===== config.mk =====
export PLATFORM = sky130hd
export DESIGN_NAME = ptot_ctrl
export DESIGN_NICKNAME = d
export VERILOG_FILES = /design/src/rtl/ptot_pkg.sv /design/src/rtl/ptot_ctrl.sv
export SDC_FILE = /design/constraint.sdc
export NUM_CORES = 1
export LEC_CHECK = 0
export BUFFER_PORTS_ARGS = -buffer_cell sky130_fd_sc_hd__buf_4
export CAP_MARGIN = 20
export CORE_AREA = 2 2 39 41
export DETAILED_ROUTE_END_ITERATION = 8
export DIE_AREA = 0 0 41 43
export MAX_ROUTING_LAYER = met4
export PLACE_DENSITY = 0.73
export SYNTH_ARGS = -nofsm -noshare
export SYNTH_HDL_FRONTEND = slang
export SYNTH_SLANG_ARGS = --single-unit
export TNS_END_PERCENT = 50

===== constraint.sdc =====
create_clock -name clock -period 1.3 [get_ports clock]
set_input_delay 0.065 -clock clock [delete_from_list [all_inputs] [get_ports clock]]
set_output_delay 0.065 -clock clock [all_outputs]
set_load 0.02 [all_outputs]

===== src/rtl/ptot_pkg.sv =====
// Shared types and constants for the pointer tag object table.
package ptot_pkg;

   localparam int ENTRY_COUNT_DEFAULT = 256;
   localparam int ID_W   = 16;
   localparam int ADDR_W = 48;
   localparam int PTR_W  = 64;
   localparam int OP_W   = 2;
   localparam int STAT_W = 2;

   localparam logic [OP_W-1:0] OP_ALLOC  = 2'd0;
   localparam logic [OP_W-1:0] OP_FREE   = 2'd1;
   localparam logic [OP_W-1:0] OP_LOOKUP = 2'd2;
   localparam logic [OP_W-1:0] OP_RESIZE = 2'd3;

   localparam logic [STAT_W-1:0] STAT_OK      = 2'd0;
   localparam logic [STAT_W-1:0] STAT_FULL    = 2'd1;
   localparam logic [STAT_W-1:0] STAT_BAD_TAG = 2'd2;

   typedef struct packed {
      logic [OP_W-1:0]   op;
      logic [PTR_W-1:0]  tagged_pointer;
      logic [ADDR_W-1:0] base_address;
      logic [ADDR_W-1:0] block_length;
   } req_type;

   typedef struct packed {
      logic [PTR_W-1:0]  pointer_out;
      logic [ADDR_W-1:0] stored_length;
      logic [STAT_W-1:0] status;
   } rsp_type;

   typedef struct packed {
      logic accept;
      logic commit;
      logic clear;
   } cmd_type;

endpackage


===== src/rtl/ptot_ctrl.sv =====
// Sequencer: post-reset clearing sweep, request accept and commit handshake.
module ptot_ctrl #(
   parameter int ENTRY_COUNT = ptot_pkg::ENTRY_COUNT_DEFAULT
) (
   input  logic                              clock,
   input  logic                              reset,
   input  logic                              req_valid,
   output logic                              req_ready,
   output logic                              rsp_valid,
   input  logic                              rsp_ready,
   output ptot_pkg::cmd_type                 cmd,
   output logic [$clog2(ENTRY_COUNT)-1:0]    clear_addr
);
   import ptot_pkg::*;

   localparam int IDX_W = $clog2(ENTRY_COUNT);
   localparam logic [IDX_W-1:0] LAST_IDX = IDX_W'(ENTRY_COUNT - 1);

   localparam logic [1:0] S_CLEAR = 2'd0;
   localparam logic [1:0] S_IDLE  = 2'd1;
   localparam logic [1:0] S_EXEC  = 2'd2;

   logic [1:0]       state_ff, state_in;
   logic [IDX_W-1:0] clr_cnt_ff, clr_cnt_in;
   logic             rsp_valid_ff, rsp_valid_in;
   logic             out_free;

   assign out_free   = !rsp_valid_ff || rsp_ready;
   assign rsp_valid  = rsp_valid_ff;
   assign clear_addr = clr_cnt_ff;

   always_comb begin
      state_in   = state_ff;
      clr_cnt_in = clr_cnt_ff;
      req_ready  = 1'b0;
      cmd        = '0;
      unique case (state_ff)
         S_CLEAR: begin
            cmd.clear  = 1'b1;
            clr_cnt_in = clr_cnt_ff + IDX_W'(1);
            if (clr_cnt_ff == LAST_IDX) begin
               state_in = S_IDLE;
            end
         end
         S_IDLE: begin
            req_ready  = 1'b1;
            cmd.accept = req_valid;
            if (req_valid) begin
               state_in = S_EXEC;
            end
         end
         S_EXEC: begin
            if (out_free) begin
               cmd.commit = 1'b1;
               state_in   = S_IDLE;
            end
         end
         default: begin
            state_in = S_CLEAR;
         end
      endcase
   end

   always_comb begin
      rsp_valid_in = rsp_valid_ff;
      if (cmd.commit) begin
         rsp_valid_in = 1'b1;
      end else if (rsp_ready) begin
         rsp_valid_in = 1'b0;
      end
   end

   always_ff @(posedge clock) begin
      if (reset) begin
         state_ff     <= S_CLEAR;
         clr_cnt_ff   <= '0;
         rsp_valid_ff <= 1'b0;
      end else begin
         state_ff     <= state_in;
         clr_cnt_ff   <= clr_cnt_in;
         rsp_valid_ff <= rsp_valid_in;
      end
   end

endmodule


==> reports/metrics.yaml, run 1 <==
outcome:
  status: "complete, no violations"
placement:
  hpwl_um: 810
  dp_slack_ns: 0.00750
  placed_cell_area_sq_um: 678
  port_buffers: 16
  gp_congestion: 0.824
sta:
  drv_slew: 0
  max_slew_margin_pct: 82.0
  worst_slack_ns: 0.0268
  timing.final.crit_period_ns: 1.27
  hold_viol_final: 0
  worst_slew_pin_slew_ns: 0.267
  fin_skew_ns: 0.00184
  whs_ns: 0.0277
  fmax_mhz: 785
  setup_violations: 0
  finalCritPeriodShare_pct: 97.9
  grt_setup_unrepaired: "yes"
setup_path:
  worstSetupEndpointType: "register"
  cpPeakStageDelay_ns: 0.50
  crit_chain: "or2_4 > or4_1 > a21oi_1"
  path_max_fanout: 5
  worstSetupStartpoint: "state_ff[0]"
  r2r_start: "state_ff[0]"
  cp_data_required_time_ns: 1.51
  path_class: "register to register"
  cpMaxStageDelayCell: "or4_1"
  endpoint: "clear_addr[5]"
  arrival_ns: 1.48
  rrSetupSlack_ns: 0.03
  start_kind: "register"
  crit-reg2reg-capture: "clear_addr[5]"
  rr_worst_depth: 3
floorplanning:
  std_cell_rows: 14
  fp.coreArea_sq_um: 1380
  die_y_um: 43
  io-pin-count: 17
  die-area_sq_um: 1760
  die_w_um: 41
  initial_utilization_pct: 37.4
pwr:
  clock_power_share_pct: 36.9
  power.switching_mw: 0.163
  p_int_mw: 0.493
  seq_power_share_pct: 54.2
  power_leakage_nw: 0.299
  pwr-share-comb_pct: 8.9
  total_power_mw: 0.656
  sw_frac_of_total_pct: 24.8
  ir_worst_vdd_uv: 686
  powerDensity_nw_per_um2: 871
clock_network:
  cts_hold_buf: 0
  clkTransAtPathRegs_ns: 0.07
  clockRootBuffer: "clkbuf_4"
  cts_tree: "yes"
  cts.sinks: 11
  cts.path.max_buffers: 2
  numCtsBuffers: 3
  clock_latency_ns: 0.27
  htreeDepth: 1
layout:
  area_delta_synth_final_pct: 45.4
  fin_util_pct: 54.4
  fillers: 135
  nNetsFinal: 91
  drive_above_1_share_pct: 50.6
  fin_area_sq_um: 753
  antenna_cells: 0
grt:
  grt.busiest_layer: "met2"
  grt-ovfl-total: 0
  grt_max_degree: 12
  grt_use_met2_pct: 24.7
  grt_pass1_vias: 484
  grt_usage_pct: 17.2
  use_met3_pct: 7.85
  global_route.usage.met1_pct: 19.7
  grt_pass1_wl_um: 2000
  grt_antenna_before_repair: 0
yosys:
  ys_seq_area_share_pct: 42.5
  synth_top_area_share_pct: 42.5
  ys_warn_count: 0
  synthArstFlopShare_pct: 0
  synth_top_family_by_area: "simple AND/OR/NAND/NOR gates"
  syn-num-nets: 66
  synthTopCellsByCount: "11 x dfxtp_1, 9 x a21oi_1, 5 x nand2_1, 5 x nor2_1"
  synth_compound_area_share_pct: 17.6
  syn_area_per_cell_sq_um: 8.49
  synth_xor_area_share_pct: 3.38
  synthSimpleGateAreaFrac_pct: 27.5
  post_synth_fa_ha_maj_area_fraction_pct: 2.42
  syn-cell-area_sq_um: 518
  synthMuxAreaShare_pct: 0
  yosys.cell_types.count: 22
  synthTopCellsByArea: "dfxtp_1 43%, a21oi_1 8.7%, o31ai_1 5.8%, or4_1 5.8%, nand2_1 3.6%"
  synthFlopType: "dfxtp_1"
  synth.most_common_cell: "dfxtp_1"
  synth_seq_cells: 11
  synth_top_area_cell: "dfxtp_1"
  netlist_instances: 61
  synth_edf_count: 0
min_path:
  min_path_type: "input pin to register"
route:
  routed_wl_um: 1200
  firstDrtPassIters: 2
  ant_nets: 0
  wl_per_cell_um: 11.9
  num_vias: 517
  drt_iter0_markers: 9
  drc: 0
  vias_per_cell: 5.12
flow_run:
  cap_violations: 0
[cells in the final DEF (no fill, tap or decap), types with 2 or more instances in the layout]
cell type and instances:
buf_4 21, a21oi_1 7, nor2_1 5, dfxtp_2 5, dfxtp_1 5, nand2_1 4
o31ai_1 4, or4_1 3, clkbuf_4 3, or2_4 2, xnor2_1 2, nand3_1 2
o21ai_0 2, nor3b_1 2, a21oi_2 2
[power by group through the flow]
stage | clock network (mW) | registers, mW | logic [mW]
detailed placement | 0 | 0.363 | 0.0566
finish | 0.242 | 0.356 | 0.0581
global route | 0.254 | 0.358 | 0.0648
global placement | 0 | 0.362 | 0.0550
floorplan | 0 | 0.372 | 0.0196
CTS | 0.244 | 0.355 | 0.0566
[critical path, delay by kind of cell, from the launching register on]
family          cells  cell delay (ns)
simple gates        2             0.76
flops               1             0.33
compound gates      1             0.12
[routing by layer]
metal / wire length, um / up-vias
met2: 562 / 13
met1: 552 / 233
li1: - / 266
met5: 0 / -
met4: 21 / 0
met3: 67 / 5
[stage by stage]
| step | TNS, ns | cells |
|---|---|---|
| finish | 0 | 101 |
| global route | -0.0620 | 101 |
| CTS | 0 | 100 |
| detailed placement | 0 | 95 |
| global placement | 0 | 95 |
| floorplan | -0.0766 | 61 |
[sequential cells by signal, summed over array words and instances (netlist names)]
| signal | flops |
|---|---|
| clear_addr | 8 |
| state_ff | 2 |
| rsp_valid | 1 |
[how the worst min path moves through the flow]
| stage | from | endpoint | slack, ns | depth (start not counted) |
|---|---|---|---|---|
| after detailed placement | reset | clear_addr[1] | 0.33 | 2 |
| after CTS | reset | clear_addr[1] | 0.03 | 2 |
| final | reset | clear_addr[4] | 0.03 | 2 |
| after global routing | reset | clear_addr[4] | 0.04 | 2 |
| after floorplan | reset | state_ff[0] | 0.13 | 1 |
| after global placement | reset | clear_addr[0] | 0.32 | 2 |
[logic make-up (layout without fill, tap and decap cells)]
group / count (synthesis) / in the layout
simple gates: 25 / 26
xor+xnor: 2 / 2
flops: 11 / 11
compound gates: 16 / 16
fa+ha+maj: 1 / 1
buf+inv: 6 / 29
[repair_timing]
item,4_1_cts,5_1_grt
setup endpoints to repair,3,8
hold endpoints to repair,0,0
gates cloned,0,1
setup buffers,1,0
resized for setup,2,12
pin swaps,3,3
[area by class of cell]
cell class                      count  area, sq um  share of cell area [%]
Clock buffer                        4         26.3                    3.49
Tap cell                           16         20.0                    2.66
Inverter                            3         13.8                    1.83
Timing Repair Buffer               22          169                    22.4
Multi-Input combinational cell     45          294                    39.0
Sequential cell                    11          230                    30.6
No activity file was read; power rests on OpenSTA's default activity.
==> inputs of run 2 (changes only) <==
--- a/config.mk
+++ b/config.mk
@@ -12,6 +12,8 @@
 export DIE_AREA = 0 0 41 43
 export MAX_ROUTING_LAYER = met4
 export PLACE_DENSITY = 0.73
+export RECOVER_POWER = 100
+export REMOVE_ABC_BUFFERS = 1
 export SYNTH_ARGS = -nofsm -noshare
 export SYNTH_HDL_FRONTEND = slang
 export SYNTH_SLANG_ARGS = --single-unit
==> run 2 against run 1 <==
Against the previous run: count of clock-buffer cells in the layout unchanged; critical path depth unchanged; power down 0.25%; via count up 2.9%; core utilization up 0.45 points; critical endpoint is now clear_addr[6]; register-to-register slack about the same; sequential cell count unchanged; sequential share of layout area down 0.91 points; hold slack better by 0.017 ns; sequential power about the same; global-route usage down 3.2 points; largest power group unchanged; cell area up 0.83%; critical path type unchanged; largest cell class unchanged.
==> reports/metrics.yaml, run 2 (synthesis results as in run 1) <==
clock_network:
  cts.path.max_buffers: 2  # unchanged
  post-cts-setup-buffer-count: 0  # -1
  htreeDepth: 1  # unchanged
  numCtsBuffers: 3  # unchanged
  clockRootBuffer: "clkbuf_4"
  cts_tree: "yes"
  cts.sinks: 11  # unchanged
  clkTransAtPathRegs_ns: 0.07  # about the same
  clock_latency_ns: 0.27  # about the same
setup_path:
  cpMaxStageDelayCell: "or4_1"
  crit_chain: "or2_4 > or4_1 > a21oi_2"
  rr_worst_depth: 3  # unchanged
  path_class: "register to register"
  path_buf_inv: 0  # unchanged
  start_kind: "register"
  cp_data_required_time_ns: 1.51  # about the same
  arrival_ns: 1.50  # +0.02 ns
  cpPeakStageDelay_ns: 0.52  # +0.02 ns
  worstSetupEndpointType: "register"
  rrSetupSlack_ns: 0.01  # about the same
  crit-reg2reg-capture: "clear_addr[6]"
  r2r_start: "state_ff[0]"
  path_max_fanout: 5  # unchanged
  cpLargestDelayFamily: "simple AND/OR/NAND/NOR gates"
placement:
  port_buffers: 16  # unchanged
  placed_cell_area_sq_um: 688  # +1.5%
  gp_congestion: 0.793  # -3.7%
  hpwl_um: 795  # -1.9%
flow_run:
  cap_violations: 0  # unchanged
pwr:
  power_leakage_nw: 0.298  # -0.36%
  ir_worst_vdd_uv: 833  # +21%
  powerDensity_nw_per_um2: 861  # -1.1%
  total_power_mw: 0.654  # -0.25%
floorplanning:
  die_w_um: 41  # unchanged
  initial_utilization_pct: 37.4  # unchanged
  io-pin-count: 17  # unchanged
  die-area_sq_um: 1760  # unchanged
  fp.coreArea_sq_um: 1380  # unchanged
  std_cell_rows: 14  # unchanged
  die_y_um: 43  # unchanged
outcome:
  status: "complete, no violations"
layout:
  largest_register_ffs: 8  # unchanged
  nNetsFinal: 92  # +1.1%
  final_cell_mix: "21 x buf_4, 7 x a21oi_1, 7 x dfxtp_1"
  drive_above_1_share_pct: 45.3  # -5.2 points
  fillers: 138  # +2.2%
  antenna_cells: 0  # unchanged
  area_delta_synth_final_pct: 46.6
  fin_area_sq_um: 759  # +0.83%
  mostFrequentLayoutCell: "buf_4"
min_path:
  worstHoldStart: "reset"
  hold_depth: 2  # unchanged
  holdPathEnd: "clear_addr[7]"
  min_path_type: "input pin to register"
grt:
  grt-ovfl-total: 0  # unchanged
  grt_max_degree: 12  # unchanged
  grt_pass1_vias: 425  # -12%
  grt_antenna_before_repair: 0  # unchanged
  grt_usage_pct: 14.0  # -3.2 points
  grt_pass1_wl_um: 1640  # -18%
route:
  routed_wl_um: 1140  # -5.2%
  num_vias: 532  # +2.9%
  wl_per_cell_um: 11.2  # -6.1%
  drc: 0  # unchanged
  vias_per_cell: 5.22  # +1.9%
  drt_iter0_markers: 13  # +4
  firstDrtPassIters: 4  # +2
  ant_nets: 0  # unchanged
sta:
  fmax_mhz: 778  # -0.99%
  drv_slew: 0  # unchanged
  fin_skew_ns: 0.00285  # +0.00101 ns
  finalCritPeriodShare_pct: 98.9  # +0.98 points
  max_slew_margin_pct: 81.0  # -1.0 points
  timing.final.crit_period_ns: 1.29  # +0.0127 ns
  worst_slew_pin_slew_ns: 0.282  # +0.0151 ns
  setup_violations: 0  # unchanged
  hold_viol_final: 0  # unchanged
  grt_setup_unrepaired: "yes"
[run 2: worst max-delay path by stage]
stage / start / to / slack [ns] / depth (start not counted)
after CTS: state_ff[1] / clear_addr[5] / 0.003 / 3
after global routing: state_ff[0] / clear_addr[6] / -0.03 / 3
after detailed placement: state_ff[1] / clear_addr[6] / 0.02 / 3
after global placement: state_ff[1] / clear_addr[6] / 0.04 / 3
final: state_ff[0] / clear_addr[6] / 0.01 / 3
after floorplan: clear_addr[0] / clear_addr[6] / -0.07 / 4
[run 2: what timing repair did]
action                                 in CTS  in global routing
pin swaps                                   1                  3
gates resized for setup                     2                 12
endpoints found under the hold margin       0                  0
gates cloned                                0                  1
setup endpoints to repair                   2                  6
hold buffers                                0                  0
[run 2: layout make-up]
class	instances	area, sq um	area share, %
clock buffers	4	26.3	3.46
inverters	3	13.8	1.81
multi-input cells	45	302	39.7
flip-flops and latches	11	225	29.7
well taps	16	20.0	2.64
repair buffers	23	173	22.7
[run 2: per-stage QoR]
stage          util (%)  setup slack (ns)  std cells  setup TNS (ns)  hold slack [ns]
2_1_floorplan         -           -0.0705         58          -0.170            0.134
3_3_place_gp       49.7            0.0379         97               0            0.330
3_5_place_dp       49.7            0.0181         97               0            0.330
4_1_cts            51.9           0.00291        101               0           0.0413
5_1_grt            54.9           -0.0265        102         -0.0737           0.0399
6_report           54.9            0.0140        102               0           0.0445
[run 2: power breakdown]
part	switching, mW	internal (mW)	total, mW
Sequential	0.0123	0.346	0.358
Clock	0.113	0.119	0.231
Combinational	0.0304	0.0340	0.0643
[run 2: layer usage]
layer | share of wire [%] | GRT usage [%]
met2 | 51 | 21.3
met5 | 0 | -
met4 | 0 | 0
met1 | 43 | 16.2
met3 | 6.5 | 9.42
